## config.mk

```make
export PLATFORM = sky130hd
export DESIGN_NAME = heater_pid_duty_top
export DESIGN_NICKNAME = d
export VERILOG_FILES = /design/src/hdl/hpd_pkg.sv /design/src/hdl/hpd_integ.sv /design/src/hdl/hpd_sum.sv /design/src/hdl/heater_pid_duty_top.sv
export VERILOG_INCLUDE_DIRS = /design/src /design/src/hdl
export SDC_FILE = /design/constraint.sdc
export NUM_CORES = 1
export LEC_CHECK = 0
export ABC_AREA = 1
export BUFFER_PORTS_ARGS = -buffer_cell sky130_fd_sc_hd__buf_2
export CAP_MARGIN = 20
export CORE_AREA = 2 2 242 244
export DETAILED_ROUTE_END_ITERATION = 8
export DIE_AREA = 0 0 244 246
export GPL_TIMING_DRIVEN = 0
export MAX_ROUTING_LAYER = met4
export SLEW_MARGIN = 30
export SYNTH_ARGS = -nofsm -noshare
export SYNTH_HDL_FRONTEND = slang
export SYNTH_SLANG_ARGS = --single-unit
```

## constraint.sdc

```tcl
create_clock -name i_clk -period 8.28 [get_ports i_clk]
set_clock_uncertainty 0.15 [all_clocks]
set_input_delay 1.656 -clock i_clk [delete_from_list [all_inputs] [get_ports i_clk]]
set_output_delay 1.656 -clock i_clk [all_outputs]
set_load 0.02 [all_outputs]
```

## src/hdl/heater_pid_duty_top_macros.svh

```systemverilog
// ---------------------------------------------------------------------------
// heater_pid_duty_top_macros.svh
// Assertion helpers for the heater PID duty block.
// ---------------------------------------------------------------------------
`ifndef HEATER_PID_DUTY_TOP_MACROS_SVH
`define HEATER_PID_DUTY_TOP_MACROS_SVH

// Plain invariant, checked on every clock edge outside reset
`define HPD_ASSERT(lbl, expr, msg) \
    lbl: assert property (@(posedge i_clk) disable iff (!i_rst_n) (expr)) else $error(msg);

// Same-cycle implication
`define HPD_ASSERT_IMP(lbl, ante, cons, msg) \
    lbl: assert property (@(posedge i_clk) disable iff (!i_rst_n) (ante) |-> (cons)) \
        else $error(msg);

`endif

```

## src/hdl/hpd_pkg.sv

```systemverilog
// ---------------------------------------------------------------------------
// hpd_pkg
// Shared constants and types for the heater PID duty block.
// ---------------------------------------------------------------------------
package hpd_pkg;

    // Field widths
    localparam int MeasW  = 15;
    localparam int SpW    = 10;
    localparam int DutyW  = 15;
    localparam int ErrW   = 17;
    localparam int IntegW = 13;

    // Internal arithmetic widths
    localparam int AccW = 24;  // integral + 125*e
    localparam int P1W  = 26;  // 775*e
    localparam int P2W  = 25;  // 375*previous error
    localparam int SumW = 27;  // full sum in half units

    // Gains (sum formed in half units)
    localparam int KiGain = 125;
    localparam int KpHalf = 1150;
    localparam int KdHalf = 375;
    localparam int ILimit = 4000;

    // Register map
    localparam int AddrW = 3;
    localparam logic RegSetpoint = 1'b0;

    // Error stage payload
    typedef struct packed {
        logic signed [ErrW-1:0]   err;
        logic signed [ErrW-1:0]   prev;
        logic signed [IntegW-1:0] integ;
    } t_err_item;

endpackage

```

## src/hdl/hpd_integ.sv

```systemverilog
// ---------------------------------------------------------------------------
// hpd_integ
// Error stage: forms the error, updates the clamped integral and the stored
// previous error, and registers all three for the sum stage.
// ---------------------------------------------------------------------------
module hpd_integ (
    input  logic                     i_clk,
    input  logic                     i_rst_n,
    input  logic [hpd_pkg::SpW-1:0]  i_setpoint,
    input  logic                     i_a_vld,
    input  logic [hpd_pkg::MeasW-1:0] i_a_meas,
    input  logic                     i_a_stby,
    input  logic                     i_c_adv,
    output logic                     o_b_adv,
    output logic                     o_b_vld,
    output hpd_pkg::t_err_item       o_b_item
);
    import hpd_pkg::*;

    logic                     r_b_vld;
    t_err_item                r_b_item;
    logic signed [IntegW-1:0] r_integ;
    logic signed [ErrW-1:0]   r_prev;
    logic signed [IntegW-1:0] n_integ;

    logic [MeasW-1:0]         tgt;
    logic signed [ErrW-1:0]   err;
    logic signed [AccW-1:0]   acc;
    logic                     load;

    // Target in 1/16 degree, halved setpoint in standby
    always_comb begin
        if (i_a_stby) begin
            tgt = {2'b00, i_setpoint[SpW-1:1], 4'b0000};
        end else begin
            tgt = {1'b0, i_setpoint, 4'b0000};
        end
    end

    assign err = $signed({2'b00, tgt}) - $signed({{(ErrW-MeasW){i_a_meas[MeasW-1]}}, i_a_meas});

    // Integral update with saturation
    always_comb begin
        acc = AccW'(r_integ) + AccW'(err) * AccW'(KiGain);
        if (acc > AccW'(ILimit)) begin
            n_integ = IntegW'(ILimit);
        end else if (acc < -AccW'(ILimit)) begin
            n_integ = -IntegW'(ILimit);
        end else begin
            n_integ = acc[IntegW-1:0];
        end
    end

    assign o_b_adv = !r_b_vld || i_c_adv;
    assign load    = o_b_adv && i_a_vld;

    // Loop state
    always_ff @(posedge i_clk) begin
        if (!i_rst_n) begin
            r_integ <= '0;
            r_prev  <= '0;
        end else if (load) begin
            r_integ <= n_integ;
            r_prev  <= err;
        end
    end

    // Stage register
    always_ff @(posedge i_clk) begin
        if (!i_rst_n) begin
            r_b_vld <= 1'b0;
        end else if (o_b_adv) begin
            r_b_vld <= i_a_vld;
        end
    end

    always_ff @(posedge i_clk) begin
        if (load) begin
            r_b_item.err   <= err;
            r_b_item.prev  <= r_prev;
            r_b_item.integ <= n_integ;
        end
    end

    assign o_b_vld  = r_b_vld;
    assign o_b_item = r_b_item;

endmodule

```

## src/hdl/hpd_sum.sv

```systemverilog
// ---------------------------------------------------------------------------
// hpd_sum
// Sum stage: gain products, then the full sum, halving and saturation into
// the output register.
// ---------------------------------------------------------------------------
module hpd_sum #(
    parameter int DUTY_MAX = 24999
) (
    input  logic                        i_clk,
    input  logic                        i_rst_n,
    input  logic                        i_b_vld,
    input  hpd_pkg::t_err_item          i_b_item,
    input  logic                        i_out_stall,
    output logic                        o_c_adv,
    output logic                        o_out_valid,
    output logic [hpd_pkg::DutyW-1:0]   o_heater_duty
);
    import hpd_pkg::*;

    localparam logic [SumW-2:0] DutyMaxW = (SumW-1)'(DUTY_MAX);

    logic                     r_c_vld;
    logic signed [P1W-1:0]    r_c_p1;
    logic signed [P2W-1:0]    r_c_p2;
    logic signed [IntegW-1:0] r_c_integ;
    logic                     r_out_vld;
    logic [DutyW-1:0]         r_out_duty;

    logic                     out_adv;
    logic signed [SumW-1:0]   sum2;
    logic [SumW-2:0]          half;
    logic [SumW-2:0]          duty;

    assign out_adv = !r_out_vld || !i_out_stall;
    assign o_c_adv = !r_c_vld || out_adv;

    // Product stage: (Kp - Kd) on e, Kd on previous error
    always_ff @(posedge i_clk) begin
        if (!i_rst_n) begin
            r_c_vld <= 1'b0;
        end else if (o_c_adv) begin
            r_c_vld <= i_b_vld;
        end
    end

    always_ff @(posedge i_clk) begin
        if (o_c_adv && i_b_vld) begin
            r_c_p1    <= P1W'(i_b_item.err) * P1W'(KpHalf - KdHalf);
            r_c_p2    <= P2W'(i_b_item.prev) * P2W'(KdHalf);
            r_c_integ <= i_b_item.integ;
        end
    end

    // Sum in half units, negative gives zero, then clamp to the top
    always_comb begin
        sum2 = SumW'(r_c_p1) + SumW'(r_c_p2) + (SumW'(r_c_integ) <<< 1);
        half = sum2[SumW-1:1];
        if (sum2[SumW-1]) begin
            duty = '0;
        end else if (half > DutyMaxW) begin
            duty = DutyMaxW;
        end else begin
            duty = half;
        end
    end

    // Output register
    always_ff @(posedge i_clk) begin
        if (!i_rst_n) begin
            r_out_vld <= 1'b0;
        end else if (out_adv) begin
            r_out_vld <= r_c_vld;
        end
    end

    always_ff @(posedge i_clk) begin
        if (out_adv && r_c_vld) begin
            r_out_duty <= duty[DutyW-1:0];
        end
    end

    assign o_out_valid   = r_out_vld;
    assign o_heater_duty = r_out_duty;

endmodule

```

## src/hdl/heater_pid_duty_top.sv

```systemverilog
// ---------------------------------------------------------------------------
// heater_pid_duty_top
// PID heater regulator with clamped integral, one duty request per sample.
// ---------------------------------------------------------------------------
//  channel  | direction | handshake                  | payload
//  ---------+-----------+----------------------------+---------------------------
//  input    | in        | i_in_valid / o_in_stall    | i_measured_temp, i_standby_mode
//  output   | out       | o_out_valid / i_out_stall  | o_heater_duty
//  config   | in        | APB psel/penable/pwrite    | setpoint_degrees at 0x0
//
//  Four register stages (input, error/integral, products, output): a request
//  passes through them in that order; while the output is not stalled, a new
//  one is taken every cycle.
//  The integral and previous error update in the error stage, so back to
//  back requests chain through the loop state registered in that stage.
//  Synchronous active-low reset clears the setpoint, loop state and valids.
//  A stall on the output only backs up the input once every stage is full.
// ---------------------------------------------------------------------------
`include "heater_pid_duty_top_macros.svh"

module heater_pid_duty_top #(
    parameter int DUTY_MAX = 24999
) (
    input  logic                         i_clk,
    input  logic                         i_rst_n,
    // input channel
    input  logic                         i_in_valid,
    output logic                         o_in_stall,
    input  logic [hpd_pkg::MeasW-1:0]    i_measured_temp,
    input  logic                         i_standby_mode,
    // output channel
    output logic                         o_out_valid,
    input  logic                         i_out_stall,
    output logic [hpd_pkg::DutyW-1:0]    o_heater_duty,
    // configuration
    input  logic                         psel,
    input  logic                         penable,
    input  logic                         pwrite,
    input  logic [hpd_pkg::AddrW-1:0]    paddr,
    input  logic [31:0]                  pwdata,
    output logic [31:0]                  prdata,
    output logic                         pready
);
    import hpd_pkg::*;

    logic [SpW-1:0]   r_setpoint;
    logic             r_a_vld;
    logic [MeasW-1:0] r_a_meas;
    logic             r_a_stby;

    logic             a_adv;
    logic             b_adv;
    logic             c_adv;
    logic             b_vld;
    t_err_item        b_item;
    logic             reg_sel;

    // Configuration register
    assign pready  = 1'b1;
    assign reg_sel = (paddr[AddrW-1] == RegSetpoint);

    always_ff @(posedge i_clk) begin
        if (!i_rst_n) begin
            r_setpoint <= '0;
        end else if (psel && penable && pwrite && pready && reg_sel) begin
            r_setpoint <= pwdata[SpW-1:0];
        end
    end

    always_comb begin
        if (reg_sel) begin
            prdata = {{(32-SpW){1'b0}}, r_setpoint};
        end else begin
            prdata = '0;
        end
    end

    // Input register
    assign a_adv      = !r_a_vld || b_adv;
    assign o_in_stall = !a_adv;

    always_ff @(posedge i_clk) begin
        if (!i_rst_n) begin
            r_a_vld <= 1'b0;
        end else if (a_adv) begin
            r_a_vld <= i_in_valid;
        end
    end

    always_ff @(posedge i_clk) begin
        if (a_adv && i_in_valid) begin
            r_a_meas <= i_measured_temp;
            r_a_stby <= i_standby_mode;
        end
    end

    hpd_integ u_integ (
        .i_clk      (i_clk),
        .i_rst_n    (i_rst_n),
        .i_setpoint (r_setpoint),
        .i_a_vld    (r_a_vld),
        .i_a_meas   (r_a_meas),
        .i_a_stby   (r_a_stby),
        .i_c_adv    (c_adv),
        .o_b_adv    (b_adv),
        .o_b_vld    (b_vld),
        .o_b_item   (b_item)
    );

    hpd_sum #(
        .DUTY_MAX (DUTY_MAX)
    ) u_sum (
        .i_clk         (i_clk),
        .i_rst_n       (i_rst_n),
        .i_b_vld       (b_vld),
        .i_b_item      (b_item),
        .i_out_stall   (i_out_stall),
        .o_c_adv       (c_adv),
        .o_out_valid   (o_out_valid),
        .o_heater_duty (o_heater_duty)
    );

    // Checks
    `HPD_ASSERT_IMP(a_integ_range, b_vld,
        (b_item.integ <= IntegW'(ILimit)) && (b_item.integ >= -IntegW'(ILimit)),
        "integral out of clamp range")
    `HPD_ASSERT_IMP(a_duty_max, o_out_valid && (DUTY_MAX < 32768),
        32'(o_heater_duty) <= 32'(DUTY_MAX), "duty above limit")
    `HPD_ASSERT_IMP(a_stall_full, o_in_stall,
        r_a_vld && b_vld && o_out_valid && i_out_stall, "input stalled with free stage")

endmodule

```

==> reports/metrics.csv <==
stage;metric;value;unit
run_status;outcome;complete, no violations;
sta;Max Fclk;0.130;GHz
yosys;Mean Syn Cell Area;8.97;µm²
finish;layout cells sized above 1;7.76;%
finish;final instance count without filler cells;3096;
cts;clock sink total;183;
setup_path;Critical Path Slowest Stage Cell;fa_1;
sta;Final Hold Viols;0;
finish;most frequent cells in the layout;503 x inv_1, 348 x nand2_1, 241 x ha_1, 218 x fa_1, 140 x edfxtp_1;
job;total of max-cap violations;0;
yosys;Ys Warns;0;
route;via density per instance;4.62;
sta;Slew headroom;37.6;%
yosys;Seq/Total Area, Yosys;25.5;%
yosys;Yosys cell types;58;
setup_path;Crit Path Max Fanout;11;
cts;cts bufs inserted;17;
finish;P&R area growth vs syn;10.8;%
global_route;GRT overflow;0;
sta;Final Critical Period;7.68;ns
min_path;Worst Hold Class;register to register;
cts;CTS max path bufs;2;
yosys;synthesized area;0.0198;mm²
floorplan;Initial Utilization;34.6;%
finish;nets@finish;2835;
global_route;first-pass GRT wire length;74400;µm
sta;unrepaired setup endpoints after global routing;no;
route;Vias;14300;
setup_path;CP required;8.35;ns
setup_path;Arr. time, crit path;7.75;ns
sta;fin. max-slew vios;0;
setup_path;Worst path most repeated cell;nand2_1;
floorplan;die height;246;µm
placed_design;hpwl dp;39500;µm
setup_path;CP max stage delay;0.54;ns
setup_path;critical path type;register to register;
placed_design;Port Buffers;60;
placed_design;GPL Wtd Cong;0.891;
floorplan;Rows;88;
floorplan;die area;0.0600;mm²
global_route;GRT Util Overall;16.0;%
global_route;vias in the first global route;14800;
route;antenna-violating nets left;0;
placed_design;Placed Cells;3062;
global_route;pin count of the biggest net entering global routing;38;
floorplan;Die Width;244;µm
floorplan;I/O pin count;108;
yosys;cell count after synthesis;2212;
floorplan;core area;0.0574;mm²
global_route;initial antenna violation count;0;
sta;Setup Viol. Count Final;0;
cts;CTS tree;yes;
cts;Hold Buf Count CTS;0;
route;drt first pass iters;5;
cts;Worst-Skew Late Latency;0.46;ns
route;drt initial violations;552;
sta;Slew @ Worst Pin;0.929;ns
cts;CTS clk-pin slew, worst paths;0.09;ns
finish;Antenna diodes;0;
route;DRC violations left;0;
finish;commonest non-fill, non-tap cell in the layout;inv_1;
setup_path;Setup crit start kind;register;
cts;root buf cell;clkbuf_16;
route;per-cell routed wire length;14.6;µm
route;Detailed Route WL;45100;µm
yosys;synthesized flop and latch total;183;
cts;CTS HTree Levels;4;
sta;Final Cycle Share;92.8;%
setup_path;Critical Path End Type;register;
[layout make-up]
| class | count | area, µm² |
|---|---|---|
| flip-flops and latches | 183 | 5060 |
| repair buffers | 66 | 393 |
| fillers | 5774 | 35400 |
| well taps | 765 | 957 |
| inverters | 511 | 1920 |
| clock inverters | 15 | 223 |
| clock buffers | 17 | 425 |
| multi-input cells | 1494 | 12700 |
| plain buffers | 45 | 280 |
[kinds of logic after synthesis]
kind of cell / after synthesis / share of synthesized area (%)
other: 2 / 0.0379
flip-flops: 183 / 25.5
adder cells (fa/ha/maj): 459 / 37.2
buffers and inverters: 556 / 11.1
AO/OA/AOI/OAI: 262 / 7.56
AND/OR/NAND/NOR: 659 / 14.4
XOR/XNOR: 91 / 4.19
[Yosys cell counts, drive strengths merged]
cell	count	area share, %
dfxtp	43	4.3
nor3	12	0.36
nand2	357	6.9
buf	29	1.1
nor2	137	2.7
inv	510	9.6
nor3b	1	0.063
o211ai	11	0.42
o31a	1	0.044
o2111ai	1	0.044
clkinv	1	0.019
a21o	8	0.30
fa	218	22
conb	2	0.038
edfxtp	140	21
o211a	1	0.050
o21a	4	0.15
o21bai	9	0.36
and3	2	0.063
nand3	99	2.7
a31oi	2	0.063
o21ai	82	2.2
o221ai	2	0.088
clkbuf	16	0.31
and2	3	0.095
nand4	34	1.1
nand3b	6	0.25
ha	241	15
xor2	60	2.8
xnor2	31	1.4
nor4	5	0.16
a211oi	1	0.038
a21boi	7	0.26
o31ai	1	0.038
a21oi	132	3.5
or2	3	0.095
[through the flow]
| stage | area, µm² | util (%) | TNS [ns] | setup slack (ns) | hold WS [ns] |
|---|---|---|---|---|---|
| global placement | 21200 | 36.9 | -0.720 | -0.200 | 0.260 |
| floorplan | 19900 | - | 0 | 1.56 | 0.250 |
| detailed placement | 21300 | 37.1 | -2.50 | -0.321 | 0.261 |
| finish | 22000 | 38.3 | 0 | 0.598 | 0.278 |
| global route | 22000 | 38.3 | 0 | 0.0337 | 0.291 |
| CTS | 21900 | 38.2 | 0 | 0.107 | 0.281 |
[path summary, 6_finish.rpt]
| kind | from | to | slack (ns) | cells past startpoint |
|---|---|---|---|---|
| max | r_a_stby$_DFFE_PP_ | u_integ.o_b_item[6]$_DFFE_PP_ | 0.60 | 34 |
| min | u_integ.o_b_item[0]$_DFFE_PP_ | u_sum.r_c_integ[0]$_DFFE_PP_ | 0.28 | 0 |
| max reg2reg | r_a_stby$_DFFE_PP_ | u_integ.o_b_item[6]$_DFFE_PP_ | 0.60 | 34 |
| min reg2reg | u_integ.o_b_item[0]$_DFFE_PP_ | u_sum.r_c_integ[0]$_DFFE_PP_ | 0.28 | 0 |
[worst max-delay path, delay by kind of cell (launching register included)]
family / cells / cell delay, ns
XOR/XNOR: 2 / 0.52
AND/OR/NAND/NOR: 9 / 1.26
buffers and inverters: 10 / 1.37
flip-flops: 1 / 0.33
adder cells (fa/ha/maj): 6 / 2.51
AO/OA/AOI/OAI: 7 / 1.29
[metal layers]
metal | global-route usage, % | vias up | part of all wire [%]
li1 | - | 7200 | -
met1 | 19.9 | 6856 | 45
met2 | 28.0 | 203 | 51
met3 | 1.85 | 42 | 2.4
met4 | 3.17 | 0 | 1.4
met5 | - | - | 0
[sequential cells by signal, summed over array words and instances, names as in the netlist, 10 cells and up]
signal               count
u_integ.r_integ         13
u_sum.r_c_p2            25
u_sum.r_c_integ         13
u_sum.r_c_p1            26
u_integ.o_b_item        45
u_sum.o_heater_duty     15
u_integ.r_prev          16
r_a_meas                15
r_setpoint              10
[what timing repair did]
action                                  in CTS  in global routing
setup buffers                                0                  1
endpoints found under the setup margin      24                 24
gates cloned                                 0                  0
pin swaps                                    0                  0
resized for setup                            2                  5
Power is left out: the tool's default activity adds up to more than one toggle a clock period on the data nets, which glitch-free logic cannot reach.
